## config.mk

```make
export PLATFORM = sky130hd
export DESIGN_NAME = structured_grid_cell_generator_top
export DESIGN_NICKNAME = d
export VERILOG_FILES = /design/src/rtl/core/sgcg_pkg.sv /design/src/rtl/core/structured_grid_cell_generator_top.sv /design/src/rtl/core/sgcg_cfg.sv /design/src/rtl/core/sgcg_walker.sv /design/src/rtl/core/sgcg_obuf.sv
export VERILOG_INCLUDE_DIRS = /design/src /design/src/rtl/core
export SDC_FILE = /design/constraint.sdc
export NUM_CORES = 2
export LEC_CHECK = 0
export ABC_CLOCK_PERIOD_IN_PS = 13950
export BUFFER_PORTS_ARGS = -buffer_cell sky130_fd_sc_hd__buf_2
export CAP_MARGIN = 15
export CORE_ASPECT_RATIO = 2
export CORE_MARGIN = 8
export CORE_UTILIZATION = 57
export DETAILED_ROUTE_END_ITERATION = 8
export PLACE_DENSITY = 0.85
export SKIP_CTS_REPAIR_TIMING = 1
export SYNTH_ARGS = -nofsm -noshare
export SYNTH_HDL_FRONTEND = slang
export SYNTH_SLANG_ARGS = --single-unit
```

## constraint.sdc

```tcl
create_clock -name i_clk -period 13.95 [get_ports i_clk]
set_input_delay 1.395 -clock i_clk [delete_from_list [all_inputs] [get_ports i_clk]]
set_output_delay 1.395 -clock i_clk [all_outputs]
set_load 0.03 [all_outputs]
```

## src/rtl/core/structured_grid_cell_generator_top_defines.svh

```systemverilog
// Assertion macros shared by the structured grid cell generator RTL.
`ifndef STRUCTURED_GRID_CELL_GENERATOR_TOP_DEFINES_SVH
`define STRUCTURED_GRID_CELL_GENERATOR_TOP_DEFINES_SVH

// Check that cons holds in the same cycle as ante.
`define SGCG_ASSERT_NOW(label, ante, cons) \
    label: assert property (@(posedge i_clk) disable iff (!i_rst_n) (ante) |-> (cons)) \
        else $error("sgcg: same-cycle check failed");

// Check that cons holds in the cycle after ante.
`define SGCG_ASSERT_NEXT(label, ante, cons) \
    label: assert property (@(posedge i_clk) disable iff (!i_rst_n) (ante) |=> (cons)) \
        else $error("sgcg: next-cycle check failed");

`endif

```

## src/rtl/core/sgcg_pkg.sv

```systemverilog
// Types and constants shared by the structured grid cell generator.
`timescale 1ns / 1ps
package sgcg_pkg;

    localparam int DIM_W     = 11;
    localparam int NODE_W    = 30;
    localparam int CFG_IDX_W = 2;
    localparam int KIND_W    = 2;

    localparam logic [KIND_W-1:0] KIND_NONE = 2'd0;
    localparam logic [KIND_W-1:0] KIND_LINE = 2'd1;
    localparam logic [KIND_W-1:0] KIND_QUAD = 2'd2;
    localparam logic [KIND_W-1:0] KIND_HEX  = 2'd3;

    localparam logic [CFG_IDX_W-1:0] REG_DIM_X = 2'd0;
    localparam logic [CFG_IDX_W-1:0] REG_DIM_Y = 2'd1;
    localparam logic [CFG_IDX_W-1:0] REG_DIM_Z = 2'd2;

    typedef logic [NODE_W-1:0] t_node;

    // Walk geometry: strides and cell counts along the used axes, inner first.
    typedef struct packed {
        logic [KIND_W-1:0] kind;
        t_node             s0;
        t_node             s1;
        t_node             s2;
        t_node             s01;
        t_node             s02;
        t_node             s12;
        t_node             s012;
        logic [DIM_W-1:0]  len0;
        logic [DIM_W-1:0]  len1;
        logic [DIM_W-1:0]  len2;
    } t_geom;

    localparam t_geom GEOM_RESET = '{
        kind: KIND_NONE,
        s0: '0, s1: '0, s2: '0, s01: '0, s02: '0, s12: '0, s012: '0,
        len0: 11'd1, len1: 11'd1, len2: 11'd1
    };

    typedef struct packed {
        logic [KIND_W-1:0] cell_kind;
        t_node             node_a;
        t_node             node_b;
        t_node             node_c;
        t_node             node_d;
        t_node             node_e;
        t_node             node_f;
        t_node             node_g;
        t_node             node_h;
        logic              last_cell;
    } t_cell;

endpackage

```

## src/rtl/core/structured_grid_cell_generator_top.sv

```systemverilog
// Each transfer registers its cell in the output or, if that is held, the skid entry.
// Throughput: one cell per cycle; a two-entry output buffer keeps taking requests while a
// result waits, so the input stalls only when both entries are full, or while a
// dimension write restarts the walk and holds input ready low as the stride multiply
// and axis-selection registers refill.
// Reset (synchronous, active low): dims return to 1, walk and output buffer empty.
`timescale 1ns / 1ps
module structured_grid_cell_generator_top import sgcg_pkg::*; #(
    parameter int MAX_DIM = 1024
) (
    input  logic                 i_clk,
    input  logic                 i_rst_n,
    // configuration writes
    input  logic                 i_cfg_we,
    input  logic [CFG_IDX_W-1:0] i_cfg_idx,
    input  logic [DIM_W-1:0]     i_cfg_data,
    // request channel
    input  logic                 i_in_valid,
    output logic                 o_in_ready,
    input  logic                 i_restart,
    // cell channel
    output logic                 o_out_valid,
    input  logic                 i_out_ready,
    output logic [KIND_W-1:0]    o_cell_kind,
    output logic [NODE_W-1:0]    o_node_a,
    output logic [NODE_W-1:0]    o_node_b,
    output logic [NODE_W-1:0]    o_node_c,
    output logic [NODE_W-1:0]    o_node_d,
    output logic [NODE_W-1:0]    o_node_e,
    output logic [NODE_W-1:0]    o_node_f,
    output logic [NODE_W-1:0]    o_node_g,
    output logic [NODE_W-1:0]    o_node_h,
    output logic                 o_last_cell
);

    t_geom w_geom;
    t_cell w_cell;
    t_cell w_out_cell;
    logic  w_busy;
    logic  w_clear;
    logic  w_buf_ready;
    logic  w_xfer;

    // Request transfer: the walker advances and its cell enters the output buffer.
    assign o_in_ready = w_buf_ready && !w_busy;
    assign w_xfer     = i_in_valid && o_in_ready;

    sgcg_cfg #(
        .MAX_DIM(MAX_DIM)
    ) u_cfg (
        .i_clk        (i_clk),
        .i_rst_n      (i_rst_n),
        .i_cfg_we     (i_cfg_we),
        .i_cfg_idx    (i_cfg_idx),
        .i_cfg_data   (i_cfg_data),
        .o_geom       (w_geom),
        .o_busy       (w_busy),
        .o_walk_clear (w_clear)
    );

    // Incremental base tracking: counters and row/plane bases advance by strides.
    sgcg_walker #(
        .MAX_DIM(MAX_DIM)
    ) u_walker (
        .i_clk     (i_clk),
        .i_rst_n   (i_rst_n),
        .i_geom    (w_geom),
        .i_clear   (w_clear),
        .i_step    (w_xfer),
        .i_restart (i_restart),
        .o_cell    (w_cell)
    );

    sgcg_obuf u_obuf (
        .i_clk   (i_clk),
        .i_rst_n (i_rst_n),
        .i_push  (w_xfer),
        .i_cell  (w_cell),
        .o_ready (w_buf_ready),
        .o_valid (o_out_valid),
        .i_ready (i_out_ready),
        .o_cell  (w_out_cell)
    );

    assign o_cell_kind = w_out_cell.cell_kind;
    assign o_node_a    = w_out_cell.node_a;
    assign o_node_b    = w_out_cell.node_b;
    assign o_node_c    = w_out_cell.node_c;
    assign o_node_d    = w_out_cell.node_d;
    assign o_node_e    = w_out_cell.node_e;
    assign o_node_f    = w_out_cell.node_f;
    assign o_node_g    = w_out_cell.node_g;
    assign o_node_h    = w_out_cell.node_h;
    assign o_last_cell = w_out_cell.last_cell;

endmodule

```

## src/rtl/core/sgcg_cfg.sv

```systemverilog
// Dimension registers and the registered geometry derived from them.
`timescale 1ns / 1ps
module sgcg_cfg import sgcg_pkg::*; #(
    parameter int MAX_DIM = 1024
) (
    input  logic                 i_clk,
    input  logic                 i_rst_n,
    input  logic                 i_cfg_we,
    input  logic [CFG_IDX_W-1:0] i_cfg_idx,
    input  logic [DIM_W-1:0]     i_cfg_data,
    output t_geom                o_geom,
    output logic                 o_busy,
    output logic                 o_walk_clear
);

    localparam int unsigned     DIM_CAP   = (MAX_DIM < 2047) ? MAX_DIM : 2047;
    localparam logic [DIM_W-1:0] DIM_CAP_V = DIM_W'(DIM_CAP);

    logic [DIM_W-1:0]   r_dim_x, r_dim_y, r_dim_z;
    logic [DIM_W-1:0]   r_d0, r_d1, r_d2;
    logic [DIM_W-1:0]   n_d0, n_d1, n_d2;
    logic [2*DIM_W-1:0] r_p, n_p;
    t_geom              r_geom, n_geom;
    logic [1:0]         r_settle;
    logic               w_hit;

    always_comb begin
        unique case (i_cfg_idx)
            REG_DIM_X, REG_DIM_Y, REG_DIM_Z: w_hit = 1'b1;
            default:                         w_hit = 1'b0;
        endcase
    end

    assign o_walk_clear = i_cfg_we && w_hit;

    always_ff @(posedge i_clk) begin
        if (!i_rst_n) begin
            r_dim_x <= DIM_W'(1);
            r_dim_y <= DIM_W'(1);
            r_dim_z <= DIM_W'(1);
        end else if (i_cfg_we) begin
            unique case (i_cfg_idx)
                REG_DIM_X: r_dim_x <= i_cfg_data;
                REG_DIM_Y: r_dim_y <= i_cfg_data;
                REG_DIM_Z: r_dim_z <= i_cfg_data;
                default:   ;
            endcase
        end
    end

    // Effective dims: zero reads as one, oversized clamps to the cap.
    always_comb begin
        n_d0 = (r_dim_x == '0) ? DIM_W'(1) : ((r_dim_x > DIM_CAP_V) ? DIM_CAP_V : r_dim_x);
        n_d1 = (r_dim_y == '0) ? DIM_W'(1) : ((r_dim_y > DIM_CAP_V) ? DIM_CAP_V : r_dim_y);
        n_d2 = (r_dim_z == '0) ? DIM_W'(1) : ((r_dim_z > DIM_CAP_V) ? DIM_CAP_V : r_dim_z);
        n_p  = {{DIM_W{1'b0}}, n_d0} * {{DIM_W{1'b0}}, n_d1};
    end

    always_comb begin
        t_node       st1;
        t_node       st2;
        logic [2:0]  used;
        st1    = NODE_W'(r_d0);
        st2    = NODE_W'(r_p);
        used   = {r_d2 > DIM_W'(1), r_d1 > DIM_W'(1), r_d0 > DIM_W'(1)};
        n_geom = GEOM_RESET;
        unique case (used)
            3'b000: ;
            3'b001: begin
                n_geom.kind = KIND_LINE; n_geom.s0 = NODE_W'(1); n_geom.len0 = r_d0 - 1'b1;
            end
            3'b010: begin
                n_geom.kind = KIND_LINE; n_geom.s0 = st1; n_geom.len0 = r_d1 - 1'b1;
            end
            3'b100: begin
                n_geom.kind = KIND_LINE; n_geom.s0 = st2; n_geom.len0 = r_d2 - 1'b1;
            end
            3'b011: begin
                n_geom.kind = KIND_QUAD; n_geom.s0 = NODE_W'(1); n_geom.s1 = st1;
                n_geom.len0 = r_d0 - 1'b1; n_geom.len1 = r_d1 - 1'b1;
            end
            3'b101: begin
                n_geom.kind = KIND_QUAD; n_geom.s0 = NODE_W'(1); n_geom.s1 = st2;
                n_geom.len0 = r_d0 - 1'b1; n_geom.len1 = r_d2 - 1'b1;
            end
            3'b110: begin
                n_geom.kind = KIND_QUAD; n_geom.s0 = st1; n_geom.s1 = st2;
                n_geom.len0 = r_d1 - 1'b1; n_geom.len1 = r_d2 - 1'b1;
            end
            3'b111: begin
                n_geom.kind = KIND_HEX; n_geom.s0 = NODE_W'(1); n_geom.s1 = st1;
                n_geom.s2 = st2;
                n_geom.len0 = r_d0 - 1'b1; n_geom.len1 = r_d1 - 1'b1;
                n_geom.len2 = r_d2 - 1'b1;
            end
        endcase
        n_geom.s01  = n_geom.s0 + n_geom.s1;
        n_geom.s02  = n_geom.s0 + n_geom.s2;
        n_geom.s12  = n_geom.s1 + n_geom.s2;
        n_geom.s012 = n_geom.s01 + n_geom.s2;
    end

    always_ff @(posedge i_clk) begin
        if (!i_rst_n) begin
            r_d0     <= DIM_W'(1);
            r_d1     <= DIM_W'(1);
            r_d2     <= DIM_W'(1);
            r_p      <= (2*DIM_W)'(1);
            r_geom   <= GEOM_RESET;
            r_settle <= 2'b00;
        end else begin
            r_d0     <= n_d0;
            r_d1     <= n_d1;
            r_d2     <= n_d2;
            r_p      <= n_p;
            r_geom   <= n_geom;
            // Hold off transfers until the two derive stages reflect the write.
            r_settle <= o_walk_clear ? 2'b11 : {1'b0, r_settle[1]};
        end
    end

    assign o_geom = r_geom;
    assign o_busy = |r_settle;

endmodule

```

## src/rtl/core/sgcg_walker.sv

```systemverilog
// Cell walk state and per-cell corner node generation.
`timescale 1ns / 1ps
`include "structured_grid_cell_generator_top_defines.svh"
module sgcg_walker import sgcg_pkg::*; #(
    parameter int MAX_DIM = 1024
) (
    input  logic  i_clk,
    input  logic  i_rst_n,
    input  t_geom i_geom,
    input  logic  i_clear,
    input  logic  i_step,
    input  logic  i_restart,
    output t_cell o_cell
);

    localparam int unsigned DIM_CAP = (MAX_DIM < 2047) ? MAX_DIM : 2047;
    localparam int          CNT_W   = $clog2(DIM_CAP);

    logic [CNT_W-1:0] r_c0, r_c1, r_c2, n_c0, n_c1, n_c2;
    t_node            r_base, r_row, r_plane, n_base, n_row, n_plane;
    logic             r_fin, n_fin;

    always_comb begin
        logic [CNT_W-1:0] c0, c1, c2;
        t_node            base, row, plane;
        logic             fin;
        logic [DIM_W:0]   inc0, inc1, inc2;
        logic             end0, end1, end2;
        c0    = i_restart ? '0 : r_c0;
        c1    = i_restart ? '0 : r_c1;
        c2    = i_restart ? '0 : r_c2;
        base  = i_restart ? '0 : r_base;
        row   = i_restart ? '0 : r_row;
        plane = i_restart ? '0 : r_plane;
        fin   = i_restart ? 1'b0 : r_fin;
        inc0  = (DIM_W+1)'(c0) + 1'b1;
        inc1  = (DIM_W+1)'(c1) + 1'b1;
        inc2  = (DIM_W+1)'(c2) + 1'b1;
        end0  = inc0 >= {1'b0, i_geom.len0};
        end1  = inc1 >= {1'b0, i_geom.len1};
        end2  = inc2 >= {1'b0, i_geom.len2};

        o_cell  = '0;
        n_c0    = c0;
        n_c1    = c1;
        n_c2    = c2;
        n_base  = base;
        n_row   = row;
        n_plane = plane;
        n_fin   = fin;

        if (i_geom.kind == KIND_NONE || fin) begin
            o_cell.cell_kind = KIND_NONE;
            o_cell.last_cell = 1'b1;
            n_fin            = 1'b1;
        end else begin
            o_cell.cell_kind = i_geom.kind;
            o_cell.node_a    = base;
            o_cell.node_b    = base + i_geom.s0;
            if (i_geom.kind != KIND_LINE) begin
                o_cell.node_c = base + i_geom.s01;
                o_cell.node_d = base + i_geom.s1;
            end
            if (i_geom.kind == KIND_HEX) begin
                o_cell.node_e = base + i_geom.s2;
                o_cell.node_f = base + i_geom.s02;
                o_cell.node_g = base + i_geom.s012;
                o_cell.node_h = base + i_geom.s12;
            end
            o_cell.last_cell = end0 && end1 && end2;
            if (end0 && end1 && end2) begin
                n_c0 = '0; n_c1 = '0; n_c2 = '0;
                n_base = '0; n_row = '0; n_plane = '0;
                n_fin  = 1'b1;
            end else if (!end0) begin
                n_c0   = CNT_W'(inc0);
                n_base = base + i_geom.s0;
            end else if (!end1) begin
                n_c0   = '0;
                n_c1   = CNT_W'(inc1);
                n_row  = row + i_geom.s1;
                n_base = n_row;
            end else begin
                n_c0    = '0;
                n_c1    = '0;
                n_c2    = CNT_W'(inc2);
                n_plane = plane + i_geom.s2;
                n_row   = n_plane;
                n_base  = n_plane;
            end
        end
    end

    always_ff @(posedge i_clk) begin
        if (!i_rst_n || i_clear) begin
            r_c0 <= '0; r_c1 <= '0; r_c2 <= '0;
            r_base <= '0; r_row <= '0; r_plane <= '0;
            r_fin <= 1'b0;
        end else if (i_step) begin
            r_c0 <= n_c0; r_c1 <= n_c1; r_c2 <= n_c2;
            r_base <= n_base; r_row <= n_row; r_plane <= n_plane;
            r_fin <= n_fin;
        end
    end

    `SGCG_ASSERT_NEXT(a_fin_after_last, i_step && !i_clear && o_cell.last_cell, r_fin)
    `SGCG_ASSERT_NOW(a_cnt_in_range, !r_fin,
        ((DIM_W+1)'(r_c0) < (DIM_W+1)'(i_geom.len0)) &&
        ((DIM_W+1)'(r_c1) < (DIM_W+1)'(i_geom.len1)))

endmodule

```

## src/rtl/core/sgcg_obuf.sv

```systemverilog
// Output register with a skid stage so the walk keeps going while a result waits.
`timescale 1ns / 1ps
`include "structured_grid_cell_generator_top_defines.svh"
module sgcg_obuf import sgcg_pkg::*; (
    input  logic  i_clk,
    input  logic  i_rst_n,
    input  logic  i_push,
    input  t_cell i_cell,
    output logic  o_ready,
    output logic  o_valid,
    input  logic  i_ready,
    output t_cell o_cell
);

    t_cell r_out, r_skid;
    logic  r_out_v, r_skid_v;
    logic  w_take;

    assign w_take = r_out_v && i_ready;

    always_ff @(posedge i_clk) begin
        if (!i_rst_n) begin
            r_out_v  <= 1'b0;
            r_skid_v <= 1'b0;
        end else if (r_skid_v) begin
            if (w_take) begin
                r_skid_v <= 1'b0;
            end
        end else if (i_push) begin
            if (r_out_v && !w_take) begin
                r_skid_v <= 1'b1;
            end else begin
                r_out_v <= 1'b1;
            end
        end else if (w_take) begin
            r_out_v <= 1'b0;
        end
    end

    always_ff @(posedge i_clk) begin
        if (r_skid_v) begin
            if (w_take) begin
                r_out <= r_skid;
            end
        end else if (i_push) begin
            if (r_out_v && !w_take) begin
                r_skid <= i_cell;
            end else begin
                r_out <= i_cell;
            end
        end
    end

    assign o_ready = !r_skid_v;
    assign o_valid = r_out_v;
    assign o_cell  = r_out;

    `SGCG_ASSERT_NOW(a_skid_needs_out, r_skid_v, r_out_v)
    `SGCG_ASSERT_NOW(a_no_push_when_full, i_push, !r_skid_v)
    `SGCG_ASSERT_NEXT(a_skid_drains, r_skid_v && i_ready, r_out_v && !r_skid_v)

endmodule
```

==> results.tsv <==
stage	metric	value	unit
synth	yosys_register_bits	893	
die	core_area	92300	µm²
clock_network	htreeDepth	3	
sta	period_share	0.522	
synth	yosysTopAreaCell	edfxtp_1	
synth	synthesis.area	52800	µm²
pwr	cellLeakagePower	24.8	nW
setup_path	crit_path_top_delay_cell	or4_4	
setup_path	crit_buf_inv	2	
sta	slew_headroom	0.0621	
synth	yosys.cell_count.top_type	nor2_1	
pwr	finalPower	0.00597	W
global_route	antenna_found_initial	5	
cells_and_area	drive_gt1_frac	0.109	
synth	synthTopCellsByArea	edfxtp_1 28%, dfxtp_1 15%, ha_1 9.3%	
pwr	p_per_area	102	nW/µm²
routing	drc	0	
setup_path	crit_arrival	7.83	ns
global_route	grt_max_degree	174	
routing	via_per_inst	6.34	
sta	tightest_slew	1.41	ns
cells_and_area	utilization	0.631	
routing	dr.pass1.iters	8	
die	ioPinCount	264	
clock_network	clk_latency	0.71	ns
flow_run	cap_viol_max_count	0	
global_route	grt_pass1_vias	42800	
clock_network	cts_tree	done	
die	rows	158	
cells_and_area	area_delta_synth_final	10.2	%
die	die_y	447	µm
global_route	grt_first_pass_wirelength	258	mm
clock_network	clock_sinks	893	
sta	whs	0.452	ns
cells_and_area	fin_nets	6182	
setup_path	cp-end-kind	flip-flop	
setup_path	required	14.50	ns
sta	setup_viol	0	
setup_path	start_kind	flip-flop	
clock_network	path_clk_slew	0.07	ns
routing	vias	44000	
synth	synth_cells	5491	
sta	finClkSkew	0.0595	ns
setup_path	cp_common_cell	nor2_1	
sta	rsz0062_at_grt	false	
synth	synthFlopType	edfxtp_1	
routing	post_drt_wl_per_cell	25.0	µm
sta	slew_violations	0	
synth	synth_edf_count	486	
synth	yosys_warnings	0	
synth	avgSynthCellArea	9.62	µm²
pwr	ir_worst_vdd	0.161	mV
worst_hold_path	min_path_type	reg2reg	
sta	fmax	137	MHz
synth	synth_common_cells	650 x nor2_1, 507 x nand2_1, 486 x edfxtp_1	
clock_network	ctsRootBufferMaster	clkbuf_16	
routing	wl	174	mm
sta	period_needed	7.28	ns
die	die_area	103000	µm²
synth	synth-seq-area-share	0.430	
routing	drt_iter0_drc	5269	
setup_path	critPathKind	reg2reg	
clock_network	clk_path_buf_depth	3	
global_route	grt_overflow	0	
synth	yosysUniqueCellTypes	88	
clock_network	numCtsBuffers	78	
synth	async_flop_share	0	
routing	ant_nets	0	
cells_and_area	final_area	58200	µm²
setup_path	max_stage_delay	0.58	ns
placement	portBuffers	263	
die	die_x	231	µm
placement	place_area	55400	µm²
global_route	grt.total_usage	0.326	
placement	dp_hpwl	131	mm
sta	hold_viol_final	0	
sta	fin_setup_tns	0	ns
setup_path	cp_max_fo	28	
synth	yosysTopAreaCellShare	0.276	
die	initial_core_util	0.572	
placement	gp_congestion	1.01	
setup_path	cp_top_family	compound AO/OA/AOI/OAI gates	
synth	syn_nets	5995	
outcome	status	completed	
cells_and_area	fillers	7246	
[area by class of cell]
cell class                      instances  area [µm²]  share of cell area
Sequential cell                       893       22700               0.391
Inverter                              248         933              0.0160
Clock buffer                           95        2120              0.0364
Multi-Input combinational cell       4128       28400               0.488
Timing Repair Buffer                  329        1840              0.0317
Antenna cell                            8        20.0            0.000344
Tap cell                             1200        1500              0.0258
Clock inverter                         48         649              0.0112
[report_power, final]
| part | total (W) | internal [W] | switching, W | leakage, nW |
|---|---|---|---|---|
| Combinational | 0.000711 | 0.000159 | 0.000552 | 15.4 |
| Sequential | 0.00289 | 0.00284 | 0.0000456 | 8.13 |
| Clock | 0.00237 | 0.00131 | 0.00106 | 1.33 |
| Total | 0.00597 | 0.00431 | 0.00166 | 24.8 |
[worst register-to-register path, delay by kind of cell (launching register included)]
| kind | cells | cell delay, ns |
|---|---|---|
| AO/OA/AOI/OAI | 12 | 2.69 |
| AND/OR/NAND/NOR | 10 | 2.09 |
| adder cells (fa/ha/maj) | 3 | 1.03 |
| buffers and inverters | 2 | 0.64 |
| flip-flops | 1 | 0.36 |
| XOR/XNOR | 2 | 0.34 |
[placed cells by master (no fill, tap or decap), drive strengths merged, types with 33 or more instances in the layout]
cell | synthesis | layout
o31ai | 115 | 115
a211oi | 36 | 36
o211ai | 33 | 33
and3 | 139 | 139
inv | 245 | 247
nor3 | 87 | 87
mux2 | 97 | 97
xnor2 | 185 | 185
o21ai | 281 | 281
a31oi | 35 | 35
nand2 | 507 | 507
nor2 | 650 | 650
and2 | 134 | 134
xor2 | 148 | 148
buf | 22 | 327
nand2b | 69 | 69
nor2b | 123 | 123
nand3 | 97 | 97
a22oi | 62 | 62
edfxtp | 486 | 486
a21o | 121 | 121
a21oi | 313 | 313
o21a | 59 | 59
ha | 391 | 391
clkbuf | 200 | 96
dfxtp | 407 | 407
fa | 94 | 94
[flip-flops by register name, summed over array words and instances (netlist names), 2 cells and up]
register,flops
u_obuf.o_cell,243
u_obuf.r_skid,243
u_cfg.o_geom,194
u_walker.r_base,30
u_walker.r_plane,30
u_walker.r_row,30
u_cfg.r_p,22
u_cfg.r_d0,11
u_cfg.r_d1,11
u_cfg.r_d2,11
u_cfg.r_dim_x,11
u_cfg.r_dim_y,11
u_cfg.r_dim_z,11
u_walker.r_c0,10
u_walker.r_c1,10
u_walker.r_c2,10
u_cfg.r_settle,2
[logic make-up (layout without fill, tap and decap cells)]
kind of cell               after synthesis  count (layout)  synth area share
AOI/OAI and AO/OA                     1256            1256             0.155
DFF                                    893             893             0.430
buffers and inverters                  470             720            0.0334
other                                    0               8                 0
and+or+nand+nor                       1925            1925             0.171
xor gates and xnor gates               333             333            0.0552
muxes                                  129             129            0.0267
adders and majority gates              485             485             0.128
[layer usage]
layer / up-vias / wire length [µm] / GRT usage
met4: 2 / 14900 / 0.242
met2: 2392 / 84100 / 0.558
met1: 21100 / 60700 / 0.362
li1: 20000 / - / -
met3: 623 / 13800 / 0.0510
met5: - / 13 / 0
[worst paths after layout]
| path | start | cells after the start | endpoint | slack [ns] |
|---|---|---|---|---|
| hold / removal | u_walker.r_row[17] | 2 | u_walker.r_row[17] | 0.45 |
| setup / recovery | u_cfg.r_d0[3] | 29 | u_cfg.o_geom[52] | 6.67 |
| hold reg to reg | u_walker.r_row[17] | 2 | u_walker.r_row[17] | 0.45 |
| setup reg to reg | u_cfg.r_d0[3] | 29 | u_cfg.o_geom[52] | 6.67 |
[stage by stage]
stage,instances,setup slack [ns]
2_1_floorplan,5491,4.51
3_3_place_gp,6795,6.85
3_5_place_dp,6796,6.80
4_1_cts,6939,6.73
5_1_grt,6941,6.13
6_report,6949,6.67
(Power assumes the default switching activity.)
